$ cat src/hw/rtl/tsv_pkg.sv
// ----------------------------------------------------------------------------
// tsv_pkg
// Shared types, character codes and helpers for the timestamp text validator.
// ----------------------------------------------------------------------------
package tsv_pkg;

  // Parser phase
  typedef enum logic [2:0] {
    PH_FIXED       = 3'd0,
    PH_FRAC_START  = 3'd1,
    PH_FRAC_DIGITS = 3'd2,
    PH_AFTER_Z     = 3'd3,
    PH_ZONE        = 3'd4
  } phase_e;

  // One input word
  typedef struct packed {
    logic [7:0] char_code;
    logic       last_char;
  } word_t;

  // Result handed from the step logic to the output register
  typedef struct packed {
    logic fire;
    logic valid_res;
  } result_t;

  // Character codes
  localparam logic [7:0] CHAR_ZERO  = 8'h30;
  localparam logic [7:0] CHAR_NINE  = 8'h39;
  localparam logic [7:0] CHAR_DASH  = 8'h2D;
  localparam logic [7:0] CHAR_PLUS  = 8'h2B;
  localparam logic [7:0] CHAR_COLON = 8'h3A;
  localparam logic [7:0] CHAR_DOT   = 8'h2E;
  localparam logic [7:0] CHAR_T     = 8'h54;
  localparam logic [7:0] CHAR_Z     = 8'h5A;

  // Layout limits
  localparam logic [4:0] FIXED_LEN  = 5'd19;
  localparam logic [4:0] POS_MAX    = 5'd31;
  localparam logic [4:0] ZONE_DONE  = 5'd5;
  localparam logic [6:0] HOUR_MAX   = 7'd23;
  localparam logic [6:0] MINUTE_MAX = 7'd59;
  localparam logic [6:0] LEAP_DAYS  = 7'd29;

  // Days in a month, month given as 1..12
  function automatic logic [6:0] month_days(input logic [6:0] month);
    logic [6:0] days;
    case (month)
      7'd2:                      days = 7'd28;
      7'd4, 7'd6, 7'd9, 7'd11:   days = 7'd30;
      default:                   days = 7'd31;
    endcase
    return days;
  endfunction

  // Two BCD digits as a number divisible by four: (2*tens + ones) mod 4 == 0
  function automatic logic bcd_div4(input logic [3:0] tens, input logic [3:0] ones);
    logic [1:0] low;
    low = {tens[0], 1'b0} + ones[1:0];
    return low == 2'd0;
  endfunction

  // Gregorian leap rule on four BCD year digits
  function automatic logic is_leap(input logic [15:0] year);
    logic lo_zero;
    lo_zero = (year[7:0] == 8'h00);
    return bcd_div4(year[7:4], year[3:0]) && (!lo_zero || bcd_div4(year[15:12], year[11:8]));
  endfunction

endpackage

$ cat src/hw/rtl/tsv_in_reg.sv
// ----------------------------------------------------------------------------
// tsv_in_reg
// Input register: captures one text word and holds it until the step logic
// consumes it.
// ----------------------------------------------------------------------------
module tsv_in_reg (
  input  logic          clk_i,
  input  logic          rst_ni,
  input  logic          in_valid_i,
  output logic          in_stall_o,
  input  tsv_pkg::word_t word_i,
  input  logic          advance_i,
  output logic          word_valid_o,
  output tsv_pkg::word_t word_o
);
  import tsv_pkg::*;

  logic  valid_q, valid_d;
  word_t word_q;
  logic  accept;

  // Stall only while a held word cannot move on
  assign in_stall_o = valid_q && !advance_i;
  assign accept     = in_valid_i && !in_stall_o;

  always_comb begin
    valid_d = valid_q;
    if (accept) begin
      valid_d = 1'b1;
    end else if (advance_i) begin
      valid_d = 1'b0;
    end
  end

  always_ff @(posedge clk_i or negedge rst_ni) begin
    if (!rst_ni) begin
      valid_q <= 1'b0;
    end else begin
      valid_q <= valid_d;
    end
  end

  // Capture payload on accept
  always_ff @(posedge clk_i) begin
    if (accept) begin
      word_q <= word_i;
    end
  end

  assign word_valid_o = valid_q;
  assign word_o       = word_q;

endmodule

$ cat src/hw/rtl/tsv_core.sv
// ----------------------------------------------------------------------------
// tsv_core
// Parser state and the per-byte check: one word is folded into the state in
// each cycle that step_i is high, and the last word yields a result.
// ----------------------------------------------------------------------------
module tsv_core (
  input  logic             clk_i,
  input  logic             rst_ni,
  input  logic             step_i,
  input  tsv_pkg::word_t   word_i,
  output tsv_pkg::result_t result_o
);
  import tsv_pkg::*;

  phase_e      phase_q, phase_d;
  logic [4:0]  pos_q, pos_d;
  logic        failed_q, failed_d;
  logic [15:0] year_q, year_d;
  logic [6:0]  month_q, month_d;
  logic [3:0]  day_tens_q, day_tens_d;
  logic [3:0]  pair_tens_q, pair_tens_d;

  logic [7:0]  c;
  logic        dig;
  logic [3:0]  d;
  logic [6:0]  pair_val;
  logic [6:0]  day_val;
  logic [6:0]  day_lim;
  logic [4:0]  zone_pos;
  logic        is_sign;

  assign c        = word_i.char_code;
  assign dig      = (c >= CHAR_ZERO) && (c <= CHAR_NINE);
  assign d        = dig ? c[3:0] : 4'd0;
  assign pair_val = ({3'b000, pair_tens_q} * 7'd10) + {3'b000, d};
  assign day_val  = ({3'b000, day_tens_q} * 7'd10) + {3'b000, d};
  assign day_lim  = ((month_q == 7'd2) && is_leap(year_q)) ? LEAP_DAYS : month_days(month_q);
  assign zone_pos = (pos_q < POS_MAX) ? pos_q + 5'd1 : pos_q;
  assign is_sign  = (c == CHAR_PLUS) || (c == CHAR_DASH);

  // Next state and result for the current word
  always_comb begin
    phase_d     = phase_q;
    pos_d       = pos_q;
    failed_d    = failed_q;
    year_d      = year_q;
    month_d     = month_q;
    day_tens_d  = day_tens_q;
    pair_tens_d = pair_tens_q;
    result_o    = '0;

    case (phase_q)
      PH_FIXED: begin
        if (pos_q < FIXED_LEN) begin
          pos_d = pos_q + 5'd1;
          case (pos_q)
            5'd4, 5'd7: begin
              if (c != CHAR_DASH) failed_d = 1'b1;
            end
            5'd10: begin
              if (c != CHAR_T) failed_d = 1'b1;
            end
            5'd13, 5'd16: begin
              if (c != CHAR_COLON) failed_d = 1'b1;
            end
            5'd0, 5'd1, 5'd2, 5'd3: begin
              if (!dig) failed_d = 1'b1;
              year_d = {year_q[11:0], d};
            end
            5'd5: begin
              if (!dig) failed_d = 1'b1;
              month_d = {3'b000, d} * 7'd10;
            end
            5'd6: begin
              if (!dig) failed_d = 1'b1;
              month_d = month_q + {3'b000, d};
              if ((month_d < 7'd1) || (month_d > 7'd12)) failed_d = 1'b1;
            end
            5'd8: begin
              if (!dig) failed_d = 1'b1;
              day_tens_d = d;
            end
            5'd9: begin
              if (!dig) failed_d = 1'b1;
              if ((month_q < 7'd1) || (month_q > 7'd12)) begin
                failed_d = 1'b1;
              end else if ((day_val < 7'd1) || (day_val > day_lim)) begin
                failed_d = 1'b1;
              end
            end
            5'd11, 5'd14, 5'd17: begin
              if (!dig) failed_d = 1'b1;
              pair_tens_d = d;
            end
            5'd12: begin
              if (!dig || (pair_val > HOUR_MAX)) failed_d = 1'b1;
            end
            default: begin
              if (!dig || (pair_val > MINUTE_MAX)) failed_d = 1'b1;
            end
          endcase
        end else if (c == CHAR_DOT) begin
          phase_d = PH_FRAC_START;
        end else if (c == CHAR_Z) begin
          phase_d = PH_AFTER_Z;
        end else if (is_sign) begin
          phase_d = PH_ZONE;
          pos_d   = 5'd0;
        end else begin
          failed_d = 1'b1;
        end
      end
      PH_FRAC_START: begin
        if (dig) phase_d = PH_FRAC_DIGITS;
        else failed_d = 1'b1;
      end
      PH_FRAC_DIGITS: begin
        if (!dig) begin
          if (c == CHAR_Z) begin
            phase_d = PH_AFTER_Z;
          end else if (is_sign) begin
            phase_d = PH_ZONE;
            pos_d   = 5'd0;
          end else begin
            failed_d = 1'b1;
          end
        end
      end
      PH_ZONE: begin
        pos_d = zone_pos;
        case (zone_pos)
          5'd1, 5'd4: begin
            if (!dig) failed_d = 1'b1;
            pair_tens_d = d;
          end
          5'd2: begin
            if (!dig || (pair_val > HOUR_MAX)) failed_d = 1'b1;
          end
          5'd3: begin
            if (c != CHAR_COLON) failed_d = 1'b1;
          end
          5'd5: begin
            if (!dig || (pair_val > MINUTE_MAX)) failed_d = 1'b1;
          end
          default: begin
            failed_d = 1'b1;
          end
        endcase
      end
      default: begin
        failed_d = 1'b1;
      end
    endcase

    // Report on the last byte and start over
    if (word_i.last_char) begin
      result_o.fire      = step_i;
      result_o.valid_res = !failed_d &&
                           ((phase_d == PH_AFTER_Z) ||
                            ((phase_d == PH_ZONE) && (pos_d == ZONE_DONE)));
      phase_d     = PH_FIXED;
      pos_d       = 5'd0;
      failed_d    = 1'b0;
      year_d      = 16'd0;
      month_d     = 7'd0;
      day_tens_d  = 4'd0;
      pair_tens_d = 4'd0;
    end
  end

  // Advance parser state on each consumed word
  always_ff @(posedge clk_i or negedge rst_ni) begin
    if (!rst_ni) begin
      phase_q     <= PH_FIXED;
      pos_q       <= 5'd0;
      failed_q    <= 1'b0;
      year_q      <= 16'd0;
      month_q     <= 7'd0;
      day_tens_q  <= 4'd0;
      pair_tens_q <= 4'd0;
    end else if (step_i) begin
      phase_q     <= phase_d;
      pos_q       <= pos_d;
      failed_q    <= failed_d;
      year_q      <= year_d;
      month_q     <= month_d;
      day_tens_q  <= day_tens_d;
      pair_tens_q <= pair_tens_d;
    end
  end

endmodule

$ cat src/hw/rtl/tsv_out_reg.sv
// ----------------------------------------------------------------------------
// tsv_out_reg
// Result register: holds one verdict word until the consumer takes it.
// ----------------------------------------------------------------------------
module tsv_out_reg (
  input  logic             clk_i,
  input  logic             rst_ni,
  input  tsv_pkg::result_t result_i,
  input  logic             out_stall_i,
  output logic             out_valid_o,
  output logic             valid_res_o,
  output logic             free_o
);
  import tsv_pkg::*;

  logic valid_q, valid_d;
  logic res_q;

  // Room for a new word when empty or when the held one leaves now
  assign free_o = !valid_q || !out_stall_i;

  always_comb begin
    valid_d = valid_q;
    if (result_i.fire) begin
      valid_d = 1'b1;
    end else if (!out_stall_i) begin
      valid_d = 1'b0;
    end
  end

  always_ff @(posedge clk_i or negedge rst_ni) begin
    if (!rst_ni) begin
      valid_q <= 1'b0;
    end else begin
      valid_q <= valid_d;
    end
  end

  // Load the verdict
  always_ff @(posedge clk_i) begin
    if (result_i.fire) begin
      res_q <= result_i.valid_res;
    end
  end

  assign out_valid_o = valid_q;
  assign valid_res_o = res_q;

endmodule

$ cat src/hw/rtl/timestamp_text_validator_unit.sv
// ----------------------------------------------------------------------------
// timestamp_text_validator_unit
// Checks a timestamp string, one byte per word, and gives one verdict word
// on the last byte of each string.
// ----------------------------------------------------------------------------
//
//   channel  direction  handshake                 payload
//   -------  ---------  ------------------------  ------------------------
//   in       sink       in_valid_i / in_stall_o   char_code_i, last_char_i
//   out      source     out_valid_o / out_stall_i valid_res_o
//
// One byte per cycle, sustained, while the verdict channel is not stalled. A
// byte waits in the input register, where the parser state is updated; the
// verdict is loaded into the output register as the last byte leaves it.
// Reset returns the parser to the start of a string and empties both
// registers. A stalled verdict holds only last bytes back; other bytes keep
// flowing through the parser.
// ----------------------------------------------------------------------------
module timestamp_text_validator_unit (
  input  logic       clk_i,
  input  logic       rst_ni,
  input  logic       in_valid_i,
  output logic       in_stall_o,
  input  logic [7:0] char_code_i,
  input  logic       last_char_i,
  output logic       out_valid_o,
  input  logic       out_stall_i,
  output logic       valid_res_o
);
  import tsv_pkg::*;

  word_t   word_in;
  word_t   word_q;
  logic    word_valid;
  logic    advance;
  logic    out_free;
  result_t result;

  assign word_in.char_code = char_code_i;
  assign word_in.last_char = last_char_i;

  // Consume a held word unless its verdict has nowhere to go
  assign advance = word_valid && (!word_q.last_char || out_free);

  tsv_in_reg u_in_reg (
    .clk_i        (clk_i),
    .rst_ni       (rst_ni),
    .in_valid_i   (in_valid_i),
    .in_stall_o   (in_stall_o),
    .word_i       (word_in),
    .advance_i    (advance),
    .word_valid_o (word_valid),
    .word_o       (word_q)
  );

  tsv_core u_core (
    .clk_i    (clk_i),
    .rst_ni   (rst_ni),
    .step_i   (advance),
    .word_i   (word_q),
    .result_o (result)
  );

  tsv_out_reg u_out_reg (
    .clk_i       (clk_i),
    .rst_ni      (rst_ni),
    .result_i    (result),
    .out_stall_i (out_stall_i),
    .out_valid_o (out_valid_o),
    .valid_res_o (valid_res_o),
    .free_o      (out_free)
  );

endmodule

$ cat config.mk
export PLATFORM = sky130hd
export DESIGN_NAME = timestamp_text_validator_unit
export DESIGN_NICKNAME = d
export VERILOG_FILES = /design/src/hw/rtl/tsv_pkg.sv /design/src/hw/rtl/tsv_in_reg.sv /design/src/hw/rtl/tsv_core.sv /design/src/hw/rtl/tsv_out_reg.sv /design/src/hw/rtl/timestamp_text_validator_unit.sv
export SDC_FILE = /design/constraint.sdc
export NUM_CORES = 1
export LEC_CHECK = 0
export ABC_CLOCK_PERIOD_IN_PS = 7900
export BUFFER_PORTS_ARGS = -buffer_cell sky130_fd_sc_hd__buf_2
export CORE_ASPECT_RATIO = 1.1
export CORE_MARGIN = 2
export CORE_UTILIZATION = 38
export DETAILED_ROUTE_END_ITERATION = 8
export GPL_TIMING_DRIVEN = 0
export RECOVER_POWER = 25
export SYNTH_ARGS = -nofsm -noshare
export SYNTH_HDL_FRONTEND = slang
export SYNTH_SLANG_ARGS = --single-unit
$ cat constraint.sdc
create_clock -name clk_i -period 7.9 [get_ports clk_i]
set_input_delay 0 -clock clk_i [delete_from_list [all_inputs] [get_ports clk_i]]
set_output_delay 0 -clock clk_i [all_outputs]
set_load 0.02 [all_outputs]
==> impl_metrics.tcl <==
set metrics [dict create \
    crit_required_ns 8.09 \
    hold_violations 0 \
    start_kind "register" \
    ir_drop_v 0.000106 \
    worst-setup-path-type "reg -> reg" \
    setup.worst_path.end "u_core.failed_q" \
    die-area_mm2 0.0117 \
    async_reset_ff_share_pct 78.7 \
    core_area_mm2 0.0105 \
    n_antenna_cell 0 \
    ys_seq_area_share_pct 29.7 \
    num_io_pins 16 \
    drtIter0Drc 293 \
    setup_violations 0 \
    p_leak_nw 1.88 \
    cp_slowest_stage_delay_ns 0.70 \
    grt_pass1_wl_um 19200 \
    tritoncts "yes" \
    post_cts_buffers 0 \
    timing.hold.ws_ns 0.408 \
    wl_per_cell_um 16.9 \
    cts.clk_slew.worst_paths_ns 0.07 \
    status "complete, but fails checks" \
    crit_start "u_in_reg.word_o[8]" \
    tns_ns 0 \
    crit_path_end_kind "register" \
    r2r-start "u_in_reg.word_o[8]" \
    drv_cap 1 \
    synth-main-ff-cell "dfrtp_1" \
    syn_inst 504 \
    overflow 0 \
    final_layout_size_suffix_gt1_share_pct 8.35 \
    crit_fanout 10 \
    rr_worst_depth 13 \
    dp_cells 662 \
    crit_arrival_ns 4.40 \
    cts_root_buf "clkbuf_16" \
    dieWidth_um 103 \
    cts_num_sinks 47 \
    rrSetupSlack_ns 3.69 \
    die_h_um 113 \
    p_per_area_mw_per_mm2 152 \
    clk_latency_ns 0.30 \
    wl_um 11500 \
    track_usage_pct 20.8 \
    fin_cells 682 \
    worst_path_most_repeated_cell "ha_1" \
    max_freq_ghz 0.237 \
    relSlewSlack_pct -38.2 \
    dp_hpwl_um 8570 \
    max_slew.worst_pin.slew_ns 2.07 \
    violations "capacitance limit, slew limit" \
    rsz0062_at_grt "no" \
    layout_commonest_cell "o21ai_0" \
    antenna_found_initial 0 \
    postRouteAntennaNets 0 \
    ys_ff_latch 47 \
    crit_chain "nand4bb_1 > buf_2 > nor3_1 > ha_1 > ha_1 > inv_1 > o31a_1 > o32ai_2 > and3_1 > o21ai_0 > o41ai_1 > o2111ai_1 > a22o_1" \
    synthToLayoutAreaGrowth_pct 13.0 \
    grt_pass1_vias 3823 \
    grt_max_degree 38 \
    clockBufferDepth 2 \
    skew_ns 0.00965 \
    r2r-end "u_core.failed_q" \
    dr_total_vias 3965 \
    drv_slew 38 \
    placed_area_mm2 0.00439 \
    vias_per_cell 5.81 \
    synth_cell_types 72 \
    numPortBuffers 15 \
    syn_avg_cell_area_um2 8.20 \
    critPathSlowestCell "nor3_1" \
    hp-class "in -> reg" \
    finalCriticalPeriod_ns 4.21 \
    dr.pass1.iters 5 \
    stdcell_area_mm2 0.00467 \
    start_util_pct 39.4 \
    cts_max_level 2 \
    syn-num-nets 541 \
    layout.nets 575 \
    post-route-period-util_pct 53.3 \
    std_cell_rows 39 \
    cts-buffers-inserted 5 \
    synthesis.area_mm2 0.00413 \
    most-common-layout-cells "47 x o21ai_0, 44 x nor2_1, 38 x nand2_1" \
    drc_errors 0 \
    place.gp.congestion 0.918 \
    yosys_warnings 0 \
    synth_edf_count 10 \
]
-- layer usage --
| layer | share of wire (%) | GRT usage (%) | up-vias |
|---|---|---|---|
| met4 | 3.2 | 8.16 | 0 |
| met1 | 45 | 28.3 | 1859 |
| li1 | - | - | 1941 |
| met2 | 47 | 32.9 | 137 |
| met3 | 5.0 | 2.90 | 28 |
| met5 | 0 | 0 | - |
-- state kept, by name (all words and copies together) (netlist names) --
name	count
u_core.phase_q	3
u_core.day_tens_q	4
u_out_reg.valid_res_o	1
u_out_reg.out_valid_o	1
u_core.year_q	11
u_core.month_q	7
u_in_reg.word_o	9
u_core.failed_q	1
u_core.pos_q	5
u_in_reg.word_valid_o	1
u_core.pair_tens_q	4
-- cell usage after synthesis (6+ instances only) --
| library cell | count | area (um^2) |
|---|---|---|
| a21oi_1 | 24 | 120 |
| a22o_1 | 6 | 52.6 |
| a31oi_1 | 7 | 43.8 |
| and2_1 | 6 | 37.5 |
| clkbuf_1 | 30 | 113 |
| dfrtp_1 | 37 | 926 |
| edfxtp_1 | 10 | 300 |
| ha_1 | 22 | 275 |
| inv_1 | 22 | 82.6 |
| nand2_1 | 38 | 143 |
| nand2b_1 | 10 | 62.6 |
| nand3_1 | 9 | 45.0 |
| nand3b_1 | 6 | 45.0 |
| nor2_1 | 44 | 165 |
| nor2b_1 | 7 | 43.8 |
| nor3_1 | 18 | 90.1 |
| nor4_1 | 8 | 50.1 |
| o211ai_1 | 7 | 52.6 |
| o21ai_0 | 47 | 235 |
| o22ai_1 | 8 | 50.1 |
| o31a_1 | 6 | 52.6 |
| o41ai_1 | 7 | 61.3 |
| xnor2_1 | 11 | 96.3 |
-- repair_timing --
item,in CTS,in global routing
endpoints found under the setup margin,0,0
hold endpoints to repair,48,0
gates resized for setup,0,0
hold buffers,12,0
-- cells by family (layout without fill, tap and decap cells) --
| group | Yosys count | in the layout | share of synthesized area (%) |
|---|---|---|---|
| AO/OA/AOI/OAI | 164 | 164 | 26.8 |
| XOR/XNOR | 16 | 16 | 3.39 |
| adder cells (fa/ha/maj) | 25 | 25 | 7.87 |
| buffers and inverters | 60 | 95 | 6.09 |
| flip-flops | 47 | 47 | 29.7 |
| multiplexers | 8 | 8 | 2.09 |
| AND/OR/NAND/NOR | 184 | 184 | 24.1 |
-- per-stage QoR --
stage          total power [mW]  setup WS [ns]  util, %
5_1_grt                   0.750           3.49     44.5
2_1_floorplan             0.413           4.70        -
3_3_place_gp              0.464           3.75     41.8
4_1_cts                   0.709           3.74     44.5
3_5_place_dp              0.464           3.76     41.8
6_report                  0.710           3.69     44.5
-- worst max-delay path, delay by kind of cell (launching register included) --
| kind | cells | cell delay (ns) |
|---|---|---|
| flip-flops | 1 | 0.48 |
| buffers and inverters | 2 | 0.26 |
| AND/OR/NAND/NOR | 3 | 1.13 |
| adder cells (fa/ha/maj) | 2 | 0.55 |
| AO/OA/AOI/OAI | 6 | 1.70 |
-- cell type report --
| type | instances | area (um^2) |
|---|---|---|
| fillers | 1028 | 5820 |
| multi-input cells | 397 | 2650 |
| flip-flops and latches | 47 | 1230 |
| repair buffers | 27 | 190 |
| well taps | 143 | 179 |
| plain buffers | 38 | 169 |
| clock buffers | 6 | 150 |
| inverters | 22 | 82.6 |
| clock inverters | 2 | 16.3 |
-- worst min-delay path by stage --
stage	from	slack (ns)	to	cells after the start
2_1_floorplan	rst_ni	-0.30	u_core.day_tens_q[0]	0
3_3_place_gp	rst_ni	0.18	u_core.year_q[12]	1
3_5_place_dp	rst_ni	0.18	u_core.year_q[9]	1
4_1_cts	char_code_i[2]	0.41	u_in_reg.word_o[3]	2
5_1_grt	char_code_i[2]	0.41	u_in_reg.word_o[3]	2
6_report	char_code_i[0]	0.41	u_in_reg.word_o[1]	2
-- where the power goes --
part | switching (mW) | total, mW | internal, mW
clock network | 0.102 | 0.240 | 0.138
logic | 0.124 | 0.196 | 0.0726
registers | 0.0150 | 0.274 | 0.259
total | 0.240 | 0.710 | 0.470
Note: power is estimated with default switching activity, not from simulation.
